--- config.mk ---
export PLATFORM = sky130hd
export DESIGN_NAME = binary_to_padded_decimal_ascii
export DESIGN_NICKNAME = d
export VERILOG_FILES = /design/src/rtl/btpd_pkg.sv /design/src/rtl/btpd_cell.sv /design/src/rtl/btpd_digit_chain.sv /design/src/rtl/binary_to_padded_decimal_ascii.sv
export SDC_FILE = /design/constraint.sdc
export NUM_CORES = 1
export LEC_CHECK = 0
export BUFFER_PORTS_ARGS = -buffer_cell sky130_fd_sc_hd__buf_2
export CAP_MARGIN = 15
export CORE_AREA = 2 2 126 128
export DETAILED_ROUTE_END_ITERATION = 10
export DIE_AREA = 0 0 128 130
export PLACE_DENSITY = 0.84
export SYNTH_ARGS = -nofsm -noshare
export SYNTH_HDL_FRONTEND = slang
export SYNTH_SLANG_ARGS = --single-unit
--- constraint.sdc ---
create_clock -name i_clk -period 6.6 [get_ports i_clk]
set_input_delay 0 -clock i_clk [delete_from_list [all_inputs] [get_ports i_clk]]
set_output_delay 0 -clock i_clk [all_outputs]
set_load 0.02 [all_outputs]
--- src/rtl/btpd_pkg.sv ---
// Shared types and constants for the binary to padded decimal ASCII converter.
package btpd_pkg;

    localparam int BIN_W       = 64;               // width of the binary input value
    localparam int BIT_CNT_W   = $clog2(BIN_W);    // conversion step counter
    localparam int REQ_W       = 7;                // width of the min_digits field
    localparam int DIGIT_W     = 4;                // one BCD digit
    localparam int NUM_DIGITS  = 20;               // decimal digits of the largest 64-bit value
    localparam int DIG_IDX_W   = $clog2(NUM_DIGITS);
    localparam int DIG_CNT_W   = $clog2(NUM_DIGITS + 1);
    localparam int CHAR_W      = 6;                // width of char_code
    localparam int IN_DATA_W   = 72;               // value and min_digits padded to bytes
    localparam int OUT_DATA_W  = 8;                // char_code padded to a byte

    localparam logic [CHAR_W-1:0]  ASCII_ZERO = CHAR_W'(48);
    localparam logic [DIGIT_W-1:0] BCD_ADJ_MIN = DIGIT_W'(5);
    localparam logic [DIGIT_W-1:0] BCD_ADJ_ADD = DIGIT_W'(3);

    typedef enum logic [1:0] {
        ST_IDLE,
        ST_CONV,
        ST_COUNT,
        ST_EMIT
    } t_state;

    // Control shared by every cell of the digit chain.
    typedef struct packed {
        logic clear;
        logic shift;
    } t_chain_ctl;

endpackage

--- src/rtl/btpd_cell.sv ---
// One BCD digit cell of the double-dabble chain.
module btpd_cell
    import btpd_pkg::*;
(
    input  logic               i_clk,
    input  t_chain_ctl         i_ctl,
    input  logic               i_bit,
    output logic               o_bit,
    output logic [DIGIT_W-1:0] o_digit
);

    logic [DIGIT_W-1:0] r_digit;
    logic [DIGIT_W-1:0] w_adj;

    // Add three before the shift so the doubled digit carries at ten.
    assign w_adj   = (r_digit >= BCD_ADJ_MIN) ? (r_digit + BCD_ADJ_ADD) : r_digit;
    assign o_bit   = w_adj[DIGIT_W-1];
    assign o_digit = r_digit;

    always_ff @(posedge i_clk) begin
        if (i_ctl.clear) begin
            r_digit <= '0;
        end else if (i_ctl.shift) begin
            r_digit <= {w_adj[DIGIT_W-2:0], i_bit};
        end
    end

endmodule

--- src/rtl/btpd_digit_chain.sv ---
// Row of BCD cells that turns a serial binary stream into decimal digits.
module btpd_digit_chain
    import btpd_pkg::*;
(
    input  logic                                 i_clk,
    input  t_chain_ctl                           i_ctl,
    input  logic                                 i_bit,
    output logic [NUM_DIGITS-1:0][DIGIT_W-1:0]   o_digits,
    output logic [DIG_CNT_W-1:0]                 o_ndig
);

    logic [NUM_DIGITS:0] w_carry;

    assign w_carry[0] = i_bit;

    for (genvar g = 0; g < NUM_DIGITS; g++) begin : g_cell
        btpd_cell u_cell (
            .i_clk   (i_clk),
            .i_ctl   (i_ctl),
            .i_bit   (w_carry[g]),
            .o_bit   (w_carry[g+1]),
            .o_digit (o_digits[g])
        );
    end

    // Significant digit count: highest nonzero digit plus one, at least one.
    always_comb begin
        o_ndig = DIG_CNT_W'(1);
        for (int i = 0; i < NUM_DIGITS; i++) begin
            if (o_digits[i] != '0) begin
                o_ndig = DIG_CNT_W'(i + 1);
            end
        end
    end

endmodule

--- src/rtl/binary_to_padded_decimal_ascii.sv ---
// Top level: 64-bit unsigned binary to zero-padded decimal ASCII character stream.
//
// Input channel (s side): one beat carries value in tdata[63:0] and min_digits in
// tdata[70:64]. Output channel (m side): one beat per character, char_code in
// tdata[5:0], tlast high on the final character of the number.
// Characters leave most significant digit first; zero gives a single '0'; leading
// '0' characters are added until min_digits is reached, min_digits above MAX_CHARS
// counts as MAX_CHARS.
// One item at a time: after an input beat, a chain of 20 BCD cells takes in the
// value one input bit per cycle, a counting step finds the significant digits,
// then one character is loaded per cycle into the output register while the
// receiver keeps up. An item gives N characters (N = 1..MAX_CHARS); o_s_tready
// rises again in the same cycle that the last character first sits in the
// output register, so the next item is taken while that character waits for the receiver.
// When the receiver stalls, the output register holds its beat and the emit
// counter holds; conversion itself never waits.
// Synchronous active-low reset returns to idle and drops o_m_tvalid.
module binary_to_padded_decimal_ascii
    import btpd_pkg::*;
#(
    parameter int MAX_CHARS = 64
) (
    input  logic                  i_clk,
    input  logic                  i_rst_n,
    input  logic                  i_s_tvalid,
    output logic                  o_s_tready,
    input  logic [IN_DATA_W-1:0]  i_s_tdata,   // [63:0] value, [70:64] min_digits, [71] zero
    output logic                  o_m_tvalid,
    input  logic                  i_m_tready,
    output logic [OUT_DATA_W-1:0] o_m_tdata,   // [5:0] char_code, [7:6] zero
    output logic                  o_m_tlast
);

    localparam int CW = $clog2(MAX_CHARS + 1);

    t_state                             r_state;
    t_state                             n_state;
    logic [BIN_W-1:0]                   r_bin;
    logic [BIT_CNT_W-1:0]               r_bit_cnt;
    logic [CW-1:0]                      r_req;
    logic [CW-1:0]                      r_pos;
    logic                               r_out_valid;
    logic [CHAR_W-1:0]                  r_out_char;
    logic                               r_out_last;

    t_chain_ctl                         w_ctl;
    logic [NUM_DIGITS-1:0][DIGIT_W-1:0] w_digits;
    logic [DIG_CNT_W-1:0]               w_ndig;
    logic [CW-1:0]                      w_total;
    logic [CW-1:0]                      w_req_sat;
    logic [DIGIT_W-1:0]                 w_sel_digit;
    logic                               w_in_beat;
    logic                               w_out_load;
    logic                               w_conv_done;
    logic                               w_emit_done;

    btpd_digit_chain u_chain (
        .i_clk    (i_clk),
        .i_ctl    (w_ctl),
        .i_bit    (r_bin[BIN_W-1]),
        .o_digits (w_digits),
        .o_ndig   (w_ndig)
    );

    assign w_in_beat   = i_s_tvalid && o_s_tready;
    assign w_conv_done = (r_bit_cnt == BIT_CNT_W'(BIN_W - 1));
    assign w_emit_done = (r_pos == '0);

    // Saturate the requested width.
    assign w_req_sat = (i_s_tdata[BIN_W +: REQ_W] > REQ_W'(MAX_CHARS))
                     ? CW'(MAX_CHARS) : CW'(i_s_tdata[BIN_W +: REQ_W]);

    assign w_total = (CW'(w_ndig) > r_req) ? CW'(w_ndig) : r_req;

    // Positions above the top cell are padding zeros.
    always_comb begin
        w_sel_digit = '0;
        if (r_pos < CW'(NUM_DIGITS)) begin
            w_sel_digit = w_digits[r_pos[DIG_IDX_W-1:0]];
        end
    end

    always_comb begin
        n_state = r_state;
        unique case (r_state)
            ST_IDLE:  if (w_in_beat)                 n_state = ST_CONV;
            ST_CONV:  if (w_conv_done)               n_state = ST_COUNT;
            ST_COUNT:                                n_state = ST_EMIT;
            ST_EMIT:  if (w_out_load && w_emit_done) n_state = ST_IDLE;
            default:                                 n_state = ST_IDLE;
        endcase
    end

    always_comb begin
        o_s_tready  = 1'b0;
        w_ctl       = '0;
        w_out_load  = 1'b0;
        unique case (r_state)
            ST_IDLE: begin
                o_s_tready  = 1'b1;
                w_ctl.clear = w_in_beat;
            end
            ST_CONV: begin
                w_ctl.shift = 1'b1;
            end
            ST_COUNT: begin
            end
            ST_EMIT: begin
                w_out_load = !r_out_valid || i_m_tready;
            end
            default: begin
            end
        endcase
    end

    always_ff @(posedge i_clk) begin
        if (!i_rst_n) begin
            r_state     <= ST_IDLE;
            r_out_valid <= 1'b0;
        end else begin
            r_state <= n_state;
            if (w_out_load) begin
                r_out_valid <= 1'b1;
            end else if (i_m_tready) begin
                r_out_valid <= 1'b0;
            end
        end
    end

    always_ff @(posedge i_clk) begin
        if (w_in_beat) begin
            r_bin     <= i_s_tdata[BIN_W-1:0];
            r_req     <= w_req_sat;
            r_bit_cnt <= '0;
        end else if (r_state == ST_CONV) begin
            r_bin     <= {r_bin[BIN_W-2:0], 1'b0};
            r_bit_cnt <= r_bit_cnt + BIT_CNT_W'(1);
        end
        if (r_state == ST_COUNT) begin
            r_pos <= w_total - CW'(1);
        end else if (w_out_load && !w_emit_done) begin
            r_pos <= r_pos - CW'(1);
        end
        if (w_out_load) begin
            r_out_char <= ASCII_ZERO | CHAR_W'(w_sel_digit);
            r_out_last <= w_emit_done;
        end
    end

    assign o_m_tvalid = r_out_valid;
    assign o_m_tdata  = OUT_DATA_W'(r_out_char);
    assign o_m_tlast  = r_out_last;

endmodule

# Yosys cells after proc, flatten, opt, wreduce, memory -nomap -nowiden
# Cells that the tools add are included.
word_totals:
  regBits: 172
  word_cells: 169
  inputBits: 76
classes:
  mux: 56
  n_addsub: 23
  order_cmp: 24
  n_eq_ne: 7
  n_reduce_logical: 31
ops:
  columns: ["op", "n"]
  rows:
  - ["64-bit two-way mux", 2]
  - ["4-bit two-way mux", 28]
  - ["4-bit by 3-bit greater-or-equal comparator with 1-bit output (second input constant)", 20]
  - ["4-bit by 2-bit adder with 4-bit output (second input constant)", 19]
  - ["4-bit nonzero test", 19]
  - ["5-bit two-way mux", 5]
  - ["7-bit two-way mux", 3]
  - ["4-bit binary-select mux with 5-bit select", 1]
  - ["3-bit two-way mux", 5]
  - ["7-bit by 1-bit subtractor with 7-bit output (second input constant)", 2]
  - ["2-bit two-way mux", 5]
  - ["2-bit one-hot mux with 4 select lines", 1]
  - ["5-bit by 7-bit > comparator with 1-bit output", 1]
  - ["7-bit > comparator (second input constant)", 1]
  - ["7-bit logical NOT", 1]
  - ["7-bit by 5-bit less-than comparator with 1-bit output (second input constant)", 1]
  - ["6-bit by 1-bit adder with 6-bit output (second input constant)", 1]
  - ["6-bit == test (second input constant)", 1]
  - ["5-bit by 6-bit less-than comparator with 1-bit output (second input constant)", 1]
  - ["1-bit two-way mux", 6]
  - ["2-bit != test (second input constant)", 3]
  - ["2-bit nonzero test", 3]
  - ["2-bit == test (second input constant)", 2]
  - ["3-bit by 2-bit adder with 3-bit output (second input constant)", 1]
  - ["6 further kinds", 9]

# Depth between registers and ports, before layout
depth:
  word_depth: 24
  depth_mapped: 17

# By module
# A second synthesis with hierarchy kept.
unflattened:
  cells_unflattened: 1143
  hier_area_um2: 10587.7
modules_own_cells:
  columns: ["module", "area_each_um2", "instances", "cells_each", "seq_area_each_um2"]
  rows:
  - ["btpd_cell", 260.2, 20, 31, 80.1]
  - ["binary_to_padded_decimal_ascii", 5013.6, 1, 469, 2672.6]
  - ["btpd_digit_chain", 369.1, 1, 54, 0.0]

# Worst setup path after synthesis
# OpenSTA, ideal clock, no wires.
synth_path:
  path_kind: "register to register"
  startpoint: "register u_chain.g_cell[8].u_cell.r_digit[0]"
  endpoint: "register r_pos[6] (data pin)"
  t_arrival_ns: 3.361
  period_less_slack_ns: 3.624
  path_stages_with_launch: 17
  path_slack_ns: 2.976
  t_required_ns: 6.337
  setup_time_ns: 0.263
  cell_sequence: "dfxtp_1 -> inv_1 -> ha_1 -> nor3b_1 -> nand2_1 -> a31oi_1 -> a21oi_1 -> a311oi_2 -> ha_1 -> and4_1 -> a211oi_2 -> o21ai_2 -> and3_2 -> a221oi_2 -> nor2b_2 -> nand4_1 -> xor2_1"
synth_via:
  elab_chain_len: 17
synth_rtl:
  columns: ["element", "line_no", "source"]
  rows:
  - ["start: declaration", "btpd_cell.sv:12", "logic [DIGIT_W-1:0] r_digit;"]
  - ["start signal: assignment", "btpd_cell.sv:24", "r_digit <= {w_adj[DIGIT_W-2:0], i_bit};"]
  - ["4-bit nonzero test *", "btpd_digit_chain.sv:30", "if (o_digits[i] != '0) begin"]
  - ["4-bit two-way mux * (7 in series)", "btpd_digit_chain.sv:30", null]
  - ["5-bit two-way mux * (5 in series)", "btpd_digit_chain.sv:30", null]
  - ["5-bit by 7-bit > comparator with 1-bit output", "binary_to_padded_decimal_ascii.sv:73", "assign w_total = (CW'(w_ndig) > r_req) ? CW'(w_ndig) : r_req;"]
  - ["7-bit two-way mux *", "binary_to_padded_decimal_ascii.sv:73", null]
  - ["7-bit by 1-bit subtractor with 7-bit output *", "binary_to_padded_decimal_ascii.sv:140", "r_pos <= w_total - CW'(1);"]
  - ["7-bit two-way mux *", "binary_to_padded_decimal_ascii.sv:139", "if (r_state == ST_COUNT) begin"]
  - ["end signal: assignment", "binary_to_padded_decimal_ascii.sv:140", null]
  - ["end signal: assignment", "binary_to_padded_decimal_ascii.sv:142", "r_pos <= r_pos - CW'(1);"]
  - ["end: declaration", "binary_to_padded_decimal_ascii.sv:41", "logic [CW-1:0] r_pos;"]
# Mark *: on every way between the ends. The rest lies on a longest branch, timed or not.
# A chain may end at the register's enable or synchronous reset.

# Worst setup path in the final report
layout_path:
  startpoint: "register u_chain.g_cell[7].u_cell.r_digit[0]"
  endpoint: "register r_pos[5] (data pin)"
layout_via:
  elab_chain_len: 18
layout_rtl:
  columns: ["element", "line_no"]
  rows:
  - ["start: declaration", "btpd_cell.sv:12"]
  - ["start signal: assignment", "btpd_cell.sv:24"]
  - ["4-bit nonzero test *", "btpd_digit_chain.sv:30"]
  - ["4-bit two-way mux * (8 in series)", "btpd_digit_chain.sv:30"]
  - ["5-bit two-way mux * (5 in series)", "btpd_digit_chain.sv:30"]
  - ["5-bit by 7-bit > comparator with 1-bit output", "binary_to_padded_decimal_ascii.sv:73"]
  - ["7-bit two-way mux *", "binary_to_padded_decimal_ascii.sv:73"]
  - ["7-bit by 1-bit subtractor with 7-bit output *", "binary_to_padded_decimal_ascii.sv:140"]
  - ["7-bit two-way mux *", "binary_to_padded_decimal_ascii.sv:139"]
# Marks and branches as above.

==> results.yml <==
timing:
  rsz0062_at_grt: "false"
  fin_crit_sh_pct: 66.13
  worst_pin_slew_ns: 0.9943
  finClkSkew_ns: 0.008029
  finalHoldViolations: 0
  setup_viol: 0
  finalSetupTns_ns: 0
  slew_headroom_pct: 33.71
  slew_violations: 0
  finalCriticalPeriod_ns: 4.365
  hold-worst-slack_ns: 0.1844
  fin_ws_ns: 2.235
  fmax_ghz: 0.2291
clocking:
  root_buffer: "clkbuf_16"
  htreeDepth: 4
  path_clk_slew_ns: 0.07
  cts_setup_buffers: 0
  cts_tree: "built"
  numCtsBuffers: 17
  clock-sinks: 172
  clockBufferDepth: 2
  cts_resized: 0
  insertion_delay_ns: 0.44
synth:
  yosys_warnings: 0
  synth.top_cells.by_area: "edfxtp_1 26%, dfxtp_1 18%, nand2_1 9.5%"
  synth_top_area_share_pct: 25.75
  synth_flop_cell: "dfxtp_1"
  synth-seq-cells: 172
  synth_edf_count: 83
  synth_seq_area_share_pct: 44.16
  synthCells: 1062
  netlist_area_um2: 9679
  yosys.cell_types.count: 56
  syn_avg_cell_area_um2: 9.114
  yosysTopAreaCell: "edfxtp_1"
  postSynth.asyncResetShare_pct: 0
cells_and_area:
  final_util_pct: 74.59
  drive_above_1_share_pct: 13.91
  final_nets: 1323
  final_cells: 1400
  area.growth.synth_to_final_pct: 18.87
  fin_area_um2: 11510
  n_antenna_cell: 0
setup_path:
  worst_ep_arrival_time_ns: 4.55
  crit_fanout: 8
  cp-end-kind: "register"
  startpoint_type: "register"
  crit_type: "reg2reg"
  worstPathRequired_ns: 6.79
pwr:
  total_power_mw: 3.880
  powerDensity_nw_per_um2: 337.2
  p_leak_nw: 4.760
  peakVddDrop_uv: 182.7
routing:
  wl_per_cell_um: 16.68
  wirelength_mm: 23.35
  drt-vias-per-instance: 5.864
  drtAntennaViolNets: 0
  drtPass1Iterations: 5
  drt_iter0_drc: 715
  route.detailed.drc: 0
  vias: 8209
place:
  place_hpwl_mm: 13.17
  gp_congestion: 0.8359
  portBuffers: 81
  place_ws_ns: 2.394
  dp_cells: 1294
  dpl-instance-area_um2: 10150
die:
  dieArea_um2: 16640
  pin_count: 87
  die_h_um: 130
  std_cell_rows: 46
  core_area_um2: 15420
  start_util_pct: 62.75
  die_x_um: 128
run:
  max_cap_violations: 0
grt:
  grt_use_total_pct: 28.27
  grt_pass1_vias: 7804
  grt_pass1_wl_mm: 37.28
  grt_overflow: 0
  grt_start_max_net_pins: 100
  antenna_found_initial: 0
run_status:
  outcome: "completed"
hold_path:
  worstHoldPathType: "in2reg"
[cells in the mapped netlist, types with 2 or more instances]
cell type,number
clkinv_1,2
nand2b_1,23
a31oi_1,7
nor2b_1,11
edfxtp_1,83
and3_1,2
clkbuf_8,3
nor3_1,24
mux4_2,22
xnor2_1,23
nor3b_4,2
dfxtp_1,89
and3_2,2
mux4_1,2
a21oi_1,85
o41ai_1,2
xor2_1,25
buf_1,10
nand3_1,24
conb_1,2
nor2_1,95
buf_4,4
nand2_1,244
clkbuf_1,30
nor3b_1,5
mux2i_1,28
and4_1,2
nor3b_2,10
o21ai_0,62
inv_1,54
buf_6,2
ha_1,52
nand4_1,8
[layout make-up]
| class | count | area [um2] |
|---|---|---|
| well taps | 192 | 240.2 |
| inverters | 56 | 212.7 |
| flip-flops and latches | 172 | 4274 |
| clock inverters | 14 | 180.2 |
| clock buffers | 18 | 439.2 |
| multi-input cells | 786 | 4961 |
| fillers | 955 | 3919 |
| repair buffers | 162 | 1199 |
[placed cells by master (no fill, tap or decap), types with 3 or more instances in the layout]
cell type,Yosys,routed
conb_1,2,4
buf_4,4,7
nand4_1,8,8
buf_2,1,81
inv_6,0,5
o21ai_0,62,62
ha_1,52,51
xnor2_1,23,23
a21oi_1,85,85
bufinv_16,0,3
clkbuf_16,0,17
nand3_1,24,24
xor2_1,25,25
nor3b_1,5,5
nor2_1,95,95
a31oi_1,7,7
nor2b_1,11,11
nor3_1,24,24
nand2b_1,23,23
nand2_1,244,242
mux4_2,22,22
dfxtp_1,89,89
inv_1,54,54
mux2i_1,28,28
edfxtp_1,83,83
clkinv_4,0,3
dlygate4sd3_1,0,74
nor3b_2,10,10
[repair_timing]
item / 4_1_cts / 5_1_grt
endpoints found under the hold margin: 74 / 0
setup endpoints to repair: 0 / 0
hold buffers: 74 / 0
[worst max-delay path, stage by stage (launching register included)]
cell and delay, ns:
dfxtp_1 0.35, inv_1 0.11, ha_1 0.21, nor3b_1 0.47, nand2_1 0.14, a31oi_1 0.19
a21oi_1 0.10, a311oi_2 0.43, ha_1 0.33, nor2b_1 0.14, o211a_1 0.23, o21ai_2 0.34
nor2_1 0.17, a221oi_2 0.35, nor2b_2 0.24, nand4_1 0.14, xor2_1 0.17
[flip-flops by register name, summed over array words and instances (netlist names)]
signal / count
r_out_char: 4
r_req: 7
u_chain.g_cell.u_cell.o_digit: 80
r_pos: 7
r_bit_cnt: 6
r_state: 2
r_bin: 64
o_m_tvalid: 1
o_m_tlast: 1
[routing by layer]
layer	vias to the layer above	track usage, %	routed length (um)
li1	3887	-	-
met1	3868	33.58	9522
met2	360	48.10	11360
met3	94	6.929	1552
met4	0	14.61	924
met5	-	0	0
[report_power, final]
group	internal [mW]	switching (mW)	total [mW]
registers	1.53	0.160	1.69
logic	0.364	0.768	1.13
clock network	0.612	0.443	1.06
[cell families (layout without fill, tap and decap cells)]
logic type / count (synthesis) / after routing / share of synthesized area (%)
AND/OR/NAND/NOR: 458 / 458 / 21.37
AO/OA/AOI/OAI: 172 / 172 / 10.03
flip-flops: 172 / 172 / 44.16
buffers and inverters: 106 / 250 / 4.744
adder cells (fa/ha/maj): 52 / 52 / 6.722
multiplexers: 52 / 52 / 8.557
XOR/XNOR: 48 / 48 / 4.343
other: 2 / 4 / 0.07759
[worst paths after layout]
check / slack, ns / to / cells past startpoint / startpoint
worst max register to register: 2.24 / r_pos[5]$_DFFE_PP_ / 16 / u_chain.g_cell[7].u_cell.o_digit[0]$_SDFFE_PP0P_
worst max-delay path: 2.24 / r_pos[5]$_DFFE_PP_ / 16 / u_chain.g_cell[7].u_cell.o_digit[0]$_SDFFE_PP0P_
worst min register to register: 0.49 / u_chain.g_cell[19].u_cell.o_digit[3]$_SDFFE_PP0P_ / 2 / u_chain.g_cell[19].u_cell.o_digit[3]$_SDFFE_PP0P_
worst min-delay path: 0.18 / r_out_char[3]$_SDFFCE_PP0P_ / 4 / i_m_tready
(Power assumes the default switching activity.)
